==> src/hw/rtl/kar_pkg.sv <==
// ----------------------------------------------------------------------------
// kar_pkg
// Shared types and constants of the key auto-repeat picker.
// ----------------------------------------------------------------------------
package kar_pkg;

    // default sizes of the block
    localparam int KEY_COUNT_DEF = 10;
    localparam int TIME_BITS_DEF = 32;

    // fixed field widths on the ports
    localparam int KEYS_W   = 10;
    localparam int NOW_W    = 32;
    localparam int ACTION_W = 4;
    localparam int IDX_W    = 4;
    localparam int CFG_W    = 32;
    localparam int CFG_IDX_W = 2;

    // packed stream words, padded to whole bytes
    localparam int S_DATA_W = ((KEYS_W + NOW_W + 7) / 8) * 8;
    localparam int M_DATA_W = ((ACTION_W + 7) / 8) * 8;

    // register reset values
    localparam logic [CFG_W-1:0] DEFAULT_INITIAL = CFG_W'(21428 / 2);
    localparam logic [CFG_W-1:0] DEFAULT_REPEAT  = CFG_W'(21428 / 20);

    // register indexes on the configuration port
    localparam logic [CFG_IDX_W-1:0] REG_INITIAL_DELAY   = 2'd0;
    localparam logic [CFG_IDX_W-1:0] REG_REPEAT_INTERVAL = 2'd1;

    typedef enum logic [1:0] {
        PHASE_IDLE    = 2'd0,
        PHASE_INITIAL = 2'd1,
        PHASE_REPEAT  = 2'd2
    } phase_t;

    typedef struct packed {
        logic [CFG_W-1:0] initial_delay;
        logic [CFG_W-1:0] repeat_interval;
    } cfg_t;

endpackage

==> src/hw/rtl/key_auto_repeat_picker.sv <==
// ----------------------------------------------------------------------------
// key_auto_repeat_picker
// Typematic key picker: one key action for each sample of held keys.
// ----------------------------------------------------------------------------
// Each transaction on the s_ channel carries one key sample and the current
// time; each one yields exactly one transaction on the m_ channel with the
// picked action (0 for none, else key index plus one).
// The cfg_ channel writes the initial delay (index 0) and repeat interval
// (index 1); it is always ready and should only be used while the block is
// idle.
// A sample is first captured in the input register; the pick and state
// update then land in the output register, which drives m_tvalid.
// Throughput is one sample per cycle while m_tready is high, set by the combinational pick logic.
// When the receiver stalls, the output register holds its result and the
// input register holds one more sample; s_tready drops once both are full.
// Reset clears the valid flags of both registers, returns the repeat machine
// to idle with a zero time stamp, and loads the default delay and interval.
// ----------------------------------------------------------------------------
module key_auto_repeat_picker
    import kar_pkg::*;
#(
    parameter int KEY_COUNT = KEY_COUNT_DEF,
    parameter int TIME_BITS = TIME_BITS_DEF
) (
    input  logic                 aclk,
    input  logic                 aresetn,

    input  logic                 s_tvalid,
    output logic                 s_tready,
    input  logic [S_DATA_W-1:0]  s_tdata,   // keys_down[9:0], now_time[41:10]

    output logic                 m_tvalid,
    input  logic                 m_tready,
    output logic [M_DATA_W-1:0]  m_tdata,   // action[3:0]

    input  logic                 cfg_valid,
    output logic                 cfg_ready,
    input  logic [CFG_IDX_W-1:0] cfg_index,
    input  logic [CFG_W-1:0]     cfg_data
);

    cfg_t                cfg;
    logic                in_valid_reg, in_valid_next;
    logic [KEYS_W-1:0]   in_keys_reg;
    logic [NOW_W-1:0]    in_now_reg;
    logic                out_valid_reg, out_valid_next;
    logic [ACTION_W-1:0] out_action_reg;
    logic [ACTION_W-1:0] action;
    logic                advance;
    logic                s_take;

    kar_cfg_regs u_cfg (
        .aclk      (aclk),
        .aresetn   (aresetn),
        .cfg_valid (cfg_valid),
        .cfg_ready (cfg_ready),
        .cfg_index (cfg_index),
        .cfg_data  (cfg_data),
        .cfg       (cfg)
    );

    kar_repeat_core #(
        .KEY_COUNT (KEY_COUNT),
        .TIME_BITS (TIME_BITS)
    ) u_core (
        .aclk      (aclk),
        .aresetn   (aresetn),
        .step_en   (advance),
        .keys_down (in_keys_reg),
        .now_time  (in_now_reg),
        .cfg       (cfg),
        .action    (action)
    );

    // sample moves into the output register when that one is free or draining
    assign advance  = in_valid_reg && (!out_valid_reg || m_tready);
    assign s_tready = !in_valid_reg || advance;
    assign s_take   = s_tvalid && s_tready;

    assign in_valid_next  = s_take || (in_valid_reg && !advance);
    assign out_valid_next = advance || (out_valid_reg && !m_tready);

    assign m_tvalid = out_valid_reg;
    assign m_tdata  = M_DATA_W'(out_action_reg);

    always_ff @(posedge aclk) begin
        if (!aresetn) begin
            in_valid_reg  <= 1'b0;
            out_valid_reg <= 1'b0;
        end else begin
            in_valid_reg  <= in_valid_next;
            out_valid_reg <= out_valid_next;
        end
    end

    always_ff @(posedge aclk) begin
        if (s_take) begin
            in_keys_reg <= s_tdata[KEYS_W-1:0];
            in_now_reg  <= s_tdata[KEYS_W+NOW_W-1:KEYS_W];
        end
        if (advance) begin
            out_action_reg <= action;
        end
    end

endmodule

==> src/hw/rtl/kar_cfg_regs.sv <==
// ----------------------------------------------------------------------------
// kar_cfg_regs
// Holds the initial delay and repeat interval registers.
// ----------------------------------------------------------------------------
module kar_cfg_regs
    import kar_pkg::*;
(
    input  logic                 aclk,
    input  logic                 aresetn,
    input  logic                 cfg_valid,
    output logic                 cfg_ready,
    input  logic [CFG_IDX_W-1:0] cfg_index,
    input  logic [CFG_W-1:0]     cfg_data,
    output cfg_t                 cfg
);

    cfg_t cfg_reg;
    cfg_t cfg_next;

    assign cfg_ready = 1'b1;
    assign cfg      = cfg_reg;

    always_comb begin
        cfg_next = cfg_reg;
        if (cfg_valid) begin
            case (cfg_index)
                REG_INITIAL_DELAY:   cfg_next.initial_delay   = cfg_data;
                REG_REPEAT_INTERVAL: cfg_next.repeat_interval = cfg_data;
                default:             cfg_next = cfg_reg;
            endcase
        end
    end

    always_ff @(posedge aclk) begin
        if (!aresetn) begin
            cfg_reg.initial_delay   <= DEFAULT_INITIAL;
            cfg_reg.repeat_interval <= DEFAULT_REPEAT;
        end else begin
            cfg_reg <= cfg_next;
        end
    end

endmodule

==> src/hw/rtl/kar_repeat_core.sv <==
// ----------------------------------------------------------------------------
// kar_repeat_core
// Repeat state machine and priority pick for one key sample per step.
// ----------------------------------------------------------------------------
module kar_repeat_core
    import kar_pkg::*;
#(
    parameter int KEY_COUNT = KEY_COUNT_DEF,
    parameter int TIME_BITS = TIME_BITS_DEF
) (
    input  logic                aclk,
    input  logic                aresetn,
    input  logic                step_en,
    input  logic [KEYS_W-1:0]   keys_down,
    input  logic [NOW_W-1:0]    now_time,
    input  cfg_t                cfg,
    output logic [ACTION_W-1:0] action
);

    localparam int CMP_W = (TIME_BITS > CFG_W) ? TIME_BITS
                         : ((NOW_W > CFG_W) ? NOW_W : CFG_W);

    phase_t               phase_reg, phase_next;
    logic [IDX_W-1:0]     held_reg, held_next;
    logic [TIME_BITS-1:0] stamp_reg, stamp_next;

    logic [KEY_COUNT-1:0] keys;
    logic [KEY_COUNT-1:0] held_mask;
    logic [KEY_COUNT-1:0] cand;
    logic                 held_down;
    phase_t               phase_eff;
    logic [CMP_W-1:0]     now_ext;
    logic [TIME_BITS-1:0] now_t;
    logic [TIME_BITS-1:0] elapsed;
    logic [CMP_W-1:0]     need;
    logic                 due;
    logic                 found;
    logic [IDX_W-1:0]     pick;

    always_comb begin
        for (int i = 0; i < KEY_COUNT; i++) begin
            keys[i]      = (i < KEYS_W) ? keys_down[i % KEYS_W] : 1'b0;
            held_mask[i] = (held_reg == IDX_W'(i));
        end
    end

    assign held_down = |(keys & held_mask);
    assign phase_eff = (phase_reg != PHASE_IDLE && !held_down) ? PHASE_IDLE : phase_reg;

    assign now_ext = CMP_W'(now_time);
    assign now_t   = now_ext[TIME_BITS-1:0];
    assign elapsed = now_t - stamp_reg;
    assign need    = (phase_eff == PHASE_INITIAL) ? CMP_W'(cfg.initial_delay)
                                                  : CMP_W'(cfg.repeat_interval);
    assign due     = CMP_W'(elapsed) >= need;

    // held key not yet due is left out of the pick
    assign cand = (phase_eff != PHASE_IDLE && !due) ? (keys & ~held_mask) : keys;

    always_comb begin
        found = 1'b0;
        pick  = '0;
        for (int i = KEY_COUNT - 1; i >= 0; i--) begin
            if (cand[i]) begin
                found = 1'b1;
                pick  = IDX_W'(i);
            end
        end
    end

    // next state
    always_comb begin
        phase_next = phase_reg;
        held_next  = held_reg;
        stamp_next = stamp_reg;
        if (step_en) begin
            if (found) begin
                held_next  = pick;
                stamp_next = now_t;
                if (phase_eff != PHASE_IDLE && pick == held_reg) begin
                    phase_next = PHASE_REPEAT;
                end else begin
                    phase_next = PHASE_INITIAL;
                end
            end else if (phase_eff == PHASE_IDLE || due) begin
                phase_next = PHASE_IDLE;
            end else begin
                phase_next = phase_eff;
            end
        end
    end

    // outputs
    always_comb begin
        action = found ? ACTION_W'(pick + IDX_W'(1)) : '0;
    end

    always_ff @(posedge aclk) begin
        if (!aresetn) begin
            phase_reg <= PHASE_IDLE;
            held_reg  <= '0;
            stamp_reg <= '0;
        end else begin
            phase_reg <= phase_next;
            held_reg  <= held_next;
            stamp_reg <= stamp_next;
        end
    end

endmodule
==> config.mk <==
export PLATFORM = sky130hd
export DESIGN_NAME = key_auto_repeat_picker
export DESIGN_NICKNAME = d
export VERILOG_FILES = /design/src/hw/rtl/kar_pkg.sv /design/src/hw/rtl/key_auto_repeat_picker.sv /design/src/hw/rtl/kar_cfg_regs.sv /design/src/hw/rtl/kar_repeat_core.sv
export SDC_FILE = /design/constraint.sdc
export NUM_CORES = 1
export LEC_CHECK = 0
export ABC_AREA = 1
export ABC_CLOCK_PERIOD_IN_PS = 7100
export BUFFER_PORTS_ARGS = -buffer_cell sky130_fd_sc_hd__buf_2
export CAP_MARGIN = 15
export CORE_UTILIZATION = 35
export CTS_BUF_LIST = sky130_fd_sc_hd__clkbuf_8 sky130_fd_sc_hd__clkbuf_16
export DETAILED_ROUTE_END_ITERATION = 8
export PLACE_DENSITY_LB_ADDON = 0.05
export SLEW_MARGIN = 20
export SYNTH_ARGS = -nofsm -noshare
export SYNTH_HDL_FRONTEND = slang
export SYNTH_SLANG_ARGS = --single-unit
==> constraint.sdc <==
create_clock -name aclk -period 7.1 [get_ports aclk]
set_input_delay 0.355 -clock aclk [delete_from_list [all_inputs] [get_ports aclk]]
set_output_delay 0.355 -clock aclk [all_outputs]
set_load 0.1 [all_outputs]
Word level (Yosys, flattened, before mapping). Index checks and enable logic that the tools add are counted. W data, S select, Z words.

Register bits: 150. Input bits: 87. Output and inout port bits: 11. Logic and storage cells: 81.

Add/sub/neg operators: 2. Order comparisons: 1. Equal/unequal tests: 12. Multiplexer cells: 26. Bitwise gates (word level): 3. Reductions and logical operators: 27.

Operator list (number): $mux W4 (10); $ge A32 B32 Y1 (1); $mux W32 (1); $sub A32 B32 Y32 (1); $and A10 B10 Y10 (2); $eq A4 B3 Y1 const B (4); $mux W1 (10); $mux W10 (1); $not A10 Y10 (1); $reduce_or A10 Y1 (1); $eq A4 B2 Y1 const B (2); $eq A4 B4 Y1 const B (2); $mux W2 (4); $logic_and A1 B1 Y1 (7); $logic_not A1 Y1 (6); $reduce_and A2 Y1 (3); $logic_or A1 B1 Y1 (5); $add A4 B1 Y4 const B (1); $eq A2 B1 Y1 const B (2); $eq A4 B1 Y1 const B (1); $eq A4 B4 Y1 (1); $logic_not A2 Y1 (2); $logic_not A4 Y1 (1); $reduce_bool A2 Y1 (2).

Logic depth before layout (Yosys ltp).
Depth in word-level cells: 26. Depth in mapped cells: 42. Mapped depth without buffers: 42.

By module. A second synthesis with hierarchy kept.

Cell total of the unflattened synthesis: 1101. Area, all modules: 8610.8 µm².

By module, submodules not included: kar_repeat_core (instances 1, cells each 648, area each 4469.3 µm², seq. area each 760.7 µm²); kar_cfg_regs (instances 1, cells each 389, area each 2631.3 µm², seq. area each 1281.2 µm²); key_auto_repeat_picker (instances 1, cells each 64, area each 1510.2 µm², seq. area each 1421.4 µm²).

Worst setup path after synthesis. OpenSTA, ideal clock, no wires.

Path type: register -> register. From: reg in_now_reg[0]. To: reg out_action_reg[2] (data pin). Setup time: 0.250 ns. Arrival time: 4.667 ns. Required time: 6.850 ns. Slack: 2.183 ns. Stages on the path, launching flop included: 41. Buffers on the path: 0. Period minus slack after synthesis: 4.917 ns. Cells stage by stage: edfxtp_1 -> inv_1 -> ha_1 -> inv_1 -> fa_1 -> a21oi_1 -> o21bai_1 -> nand2_1 -> o211ai_1 -> a21boi_0 -> o21ai_1 -> a21boi_0 -> nor3_1 -> nand2_1 -> nand2_1 -> a21oi_1 -> o21ai_0 -> xor2_1 -> [... 5 more ...] -> nor2_4 -> nand2_4 -> nand2_1 -> nand2_1 -> nand2_1 -> nand2_1 -> nand2_1 -> nand2_1 -> nand2_1 -> nand2_1 -> nand2_1 -> nand2_1 -> nand2_1 -> inv_1 -> ha_1 -> xnor2_1 -> nand2_1 -> inv_1.

Longest elaborated chain between the ends: 16. Elaborated cells on any way between the ends: 26. Classes of those cells: 2 x add/sub; 1 x order compare; 21 x mux; 2 x reduce/logical.

RTL lines: start: declaration (RTL line key_auto_repeat_picker.sv:45) `logic [NOW_W-1:0] in_now_reg;`; start signal: assignment (RTL line key_auto_repeat_picker.sv:99) `in_now_reg <= s_tdata[KEYS_W+NOW_W-1:KEYS_W];`; $sub A32 B32 Y32 (*) (RTL line kar_repeat_core.sv:52) `assign elapsed = now_t - stamp_reg;`; $ge A32 B32 Y1 (*) (RTL line kar_repeat_core.sv:55) `assign due = CMP_W'(elapsed) >= need;`; $logic_not A1 Y1 (*) (RTL line kar_repeat_core.sv:58) `assign cand = (phase_eff != PHASE_IDLE && !due) ? (keys & ~held_mask) : keys;`; $logic_and A1 B1 Y1 (*) (RTL line kar_repeat_core.sv:58); $mux W10 (*) (RTL line kar_repeat_core.sv:58); $mux W4 (9 in series) (RTL line kar_repeat_core.sv:64) `if (cand[i]) begin`; $mux W4 (*) (RTL line kar_repeat_core.sv:64); net u_core.pick[0] (RTL line kar_repeat_core.sv:38) `logic [IDX_W-1:0] pick;`; $add A4 B1 Y4 (*) (RTL line kar_repeat_core.sv:95) `action = found ? ACTION_W'(pick + IDX_W'(1)) : '0;`; end signal: assignment (RTL line key_auto_repeat_picker.sv:102) `out_action_reg <= action;`; end: declaration (RTL line key_auto_repeat_picker.sv:47) `logic [ACTION_W-1:0] out_action_reg;`.

The timed path passes the listed nets; every way through them passes the cells marked *. A chain may end at the register's enable or synchronous reset.

Final worst setup path.
From: reg in_now_reg[0]. To: reg u_core.stamp_reg[10].

Longest elaborated chain between the ends: 16.

RTL lines: $sub A32 B32 Y32 (*) (RTL line kar_repeat_core.sv:52); $ge A32 B32 Y1 (*) (RTL line kar_repeat_core.sv:55); $logic_not A1 Y1 (*) (RTL line kar_repeat_core.sv:58); $logic_and A1 B1 Y1 (*) (RTL line kar_repeat_core.sv:58); $mux W10 (*) (RTL line kar_repeat_core.sv:58); $mux W1 (9 in series) (RTL line kar_repeat_core.sv:64); $mux W1 (*) (RTL line kar_repeat_core.sv:64); $reduce_and A2 Y1 (no source line) (*); end signal: assignment (RTL line kar_repeat_core.sv:106) `stamp_reg <= stamp_next;`; end: declaration (RTL line kar_repeat_core.sv:25) `logic [TIME_BITS-1:0] stamp_reg, stamp_next;`.

Every way passes the cells marked *; elsewhere a longest branch is shown, timed or not.

==> impl_metrics.yaml <==
run_status:
  status: "completed"
cts:
  cts_inserted_buffers: 17
  cts_resized: 0
  cts_max_level: 4
  cts_tree: "done"
  cts_buffer_depth: 2
  clk_latency_ns: 0.43
  postCtsSetupBuffers: 0
  cts.clk_slew.worst_paths_ns: 0.07
  cts-root-buf: "clkbuf_16"
  clock_sinks: 150
  ctsHoldBuffers: 0
floorplanning:
  die_x_microns: 154
  ioPinCount: 98
  num_rows: 55
  initial_core_util_pct: 35.7
  die_h_microns: 154
  coreArea_sq_um: 22700
  dieArea_sq_um: 23800
detailed_routing:
  remaining_drc_errors: 0
  drt-initial-drc-count: 250
  first_pass_iters: 5
  antenna_left: 0
  dr_total_vias: 6517
  avgViaCountPerCell: 4.77
  top_layer: "met4"
  routed_wl_mm: 19.3
  wl_met3_microns: 521
  wl_per_cell_microns: 14.1
  m1WireLength_mm: 9.26
  dr_wl_met2_mm: 9.30
synthesis:
  synth_warnings: 0
  syn_area_sq_um: 8110
  synth_edf_count: 46
  synth_seq_cells: 150
  ys_seq_area_share_pct: 42.7
  avgSynthCellArea_sq_um: 8.17
  synth_cell_type_count: 41
  syn_inst: 993
  synthArstFlopShare_pct: 0
  ys.flop_type: "dfxtp_1"
hold_path:
  min_path_type: "in -> reg"
  hp-start: "s_tdata[32]"
  min_to: "in_now_reg[22]$_DFFE_PP_"
  min_path_cells: 1
sta:
  skew_ns: 0.0135
  max_slew.worst_pin.slew_ns: 0.999
  fin_tns_setup_ns: 0
  min_period_ns: 6.18
  post-route-period-util_pct: 87.0
  rsz0062_at_grt: "no"
  setup_violations: 0
  slew_viol_final: 0
  hold_viol_final: 0
  slew_headroom_pct: 33.4
  maxClockFrequency_mhz: 162
place:
  hpwlAfterDp_mm: 13.6
  post_dp_cell_area_sq_um: 8780
  gp_congestion: 0.800
  portBuffers: 86
critical_path:
  worstSetupPathType: "reg -> reg"
  cp-start-kind: "register"
  r2r-start: "in_now_reg[0]$_DFFE_PP_"
  arrival_ns: 6.53
  crit_fanout: 36
  cp_slowest_stage_delay_ns: 0.51
  slowest_stage: "nand2_2"
  regToRegSetupSlack_ns: 0.92
  cp-end-kind: "register"
  cp.required_ns: 7.46
  reg2regPathDepth: 32
  critical_path.most_common_cell: "nand2_1"
  crit_start: "in_now_reg[0]$_DFFE_PP_"
  rr_endpoint: "u_core.stamp_reg[10]$_SDFFE_PN0P_"
grt:
  grt_antenna_before_repair: 0
  gr-total-overflow: 0
  grt_pass1_wl_mm: 31.9
  first_global_vias: 6304
  grt_use_total_pct: 17.1
  grt_max_degree: 102
power_and_ir_drop:
  irDropWorstVdd_v: 0.000127
  p_int_mw: 1.66
  seqPwrFrac_pct: 40.1
  power.density_nw_per_um2: 255
  clkPwrFrac_pct: 38.3
  combPwrFrac_pct: 21.6
  p_switching_uw: 740
  switching_share_pct: 30.9
  leakage_nw: 4.30
run:
  cap_violations: 0
cells_and_area:
  fin_area_sq_um: 9380
  mostFrequentLayoutCell: "nand2_1"
  n_antenna_cell: 0
  largest_reg_flops: 64
  drive_gt1_share_pct: 14.2
  final_cell_mix: "nand2_1 (153), nor2_1 (136), dfxtp_1 (104)"
  finalNetCount: 1221
  fill_cells: 2361
  areaGrowthSynthToFinish_pct: 15.6
## worst max-delay path, delay by kind of cell (launching register included)
| kind | cells | cell delay (ns) |
|---|---|---|
| AO/OA/AOI/OAI | 13 | 2.37 |
| flip-flops | 1 | 0.35 |
| buffers and inverters | 3 | 0.44 |
| adder cells (fa/ha/maj) | 3 | 0.84 |
| AND/OR/NAND/NOR | 12 | 1.89 |
| XOR/XNOR | 1 | 0.18 |
## metrics by stage
stage,cells,setup WS [ns],utilization [%],power (mW),hold slack (ns)
after floorplan,996,2.18,-,1.37,0.425
after detailed placement,1335,0.949,38.7,1.50,0.446
after global routing,1367,0.189,41.3,2.54,0.0749
after CTS,1367,0.903,41.3,2.43,0.0746
after global placement,1335,0.945,38.7,1.50,0.445
final,1367,0.922,41.3,2.40,0.0930
## cell type report
type	instances	area [sq um]	area share, %
clock buffers	19	464	4.95
clock inverters	13	133	1.41
inverters	93	349	3.72
multi-input cells	714	4120	43.9
flip-flops and latches	150	3460	36.9
well taps	285	357	3.80
repair buffers	93	495	5.28
## worst max-delay path by stage
| stage | cells past startpoint | end | slack, ns |
|---|---|---|---|
| floorplan | 40 | out_action_reg[2]$_SDFFCE_PN0P_ | 2.18 |
| global placement | 34 | u_core.stamp_reg[13]$_SDFFE_PN0P_ | 0.94 |
| detailed placement | 34 | u_core.stamp_reg[1]$_SDFFE_PN0P_ | 0.95 |
| CTS | 32 | u_core.stamp_reg[10]$_SDFFE_PN0P_ | 0.90 |
| global route | 34 | u_core.stamp_reg[7]$_SDFFE_PN0P_ | 0.19 |
| finish | 32 | u_core.stamp_reg[10]$_SDFFE_PN0P_ | 0.92 |
## routing by layer
layer / vias to the layer above / global-route usage (%)
met5: - / 0
met4: 0 / 5.14
met3: 17 / 2.86
met2: 101 / 29.7
met1: 2925 / 21.8
li1: 3474 / -
## cells by family (layout without fill, tap and decap cells)
kind of cell,count (synthesis),count (layout),share of synthesized area (%)
other,2,5,0.0926
AND/OR/NAND/NOR,364,364,18.9
adder cells (fa/ha/maj),65,65,10.1
flip-flops,150,150,42.7
multiplexers,31,31,3.83
XOR/XNOR,33,33,3.56
AO/OA/AOI/OAI,216,216,14.1
buffers and inverters,132,218,6.71
## power by group through the flow
stage	logic (mW)	clock network, mW	registers [mW]
2_1_floorplan	0.384	0	0.985
3_3_place_gp	0.519	0	0.981
3_5_place_dp	0.522	0	0.981
6_report	0.517	0.917	0.962
5_1_grt	0.597	0.978	0.967
4_1_cts	0.525	0.945	0.962
## synthesized netlist by cell type, types with 3 or more instances
| master | number | area share (%) |
|---|---|---|
| nand2_1 | 153 | 7.1 |
| nor2_1 | 137 | 6.3 |
| dfxtp_1 | 104 | 26 |
| inv_1 | 85 | 3.9 |
| a21oi_1 | 84 | 5.2 |
| o21ai_0 | 66 | 4.1 |
| ha_1 | 64 | 9.9 |
| edfxtp_1 | 46 | 17 |
| nand3_1 | 40 | 2.5 |
| o21ai_1 | 39 | 2.4 |
| mux2i_1 | 31 | 3.8 |
| clkbuf_1 | 24 | 1.1 |
| xor2_1 | 22 | 2.4 |
| buf_4 | 12 | 1.1 |
| xnor2_1 | 11 | 1.2 |
| nand4_1 | 8 | 0.62 |
| inv_2 | 7 | 0.32 |
| nor3_1 | 7 | 0.43 |
| a31oi_1 | 6 | 0.46 |
| nor2_2 | 6 | 0.46 |
| nand2_2 | 4 | 0.31 |
| o21bai_1 | 4 | 0.37 |
| buf_2 | 3 | 0.19 |
| o211ai_1 | 3 | 0.28 |
| o21ai_2 | 3 | 0.32 |
| o31ai_1 | 3 | 0.28 |
No activity file was read; power rests on OpenSTA's default activity.
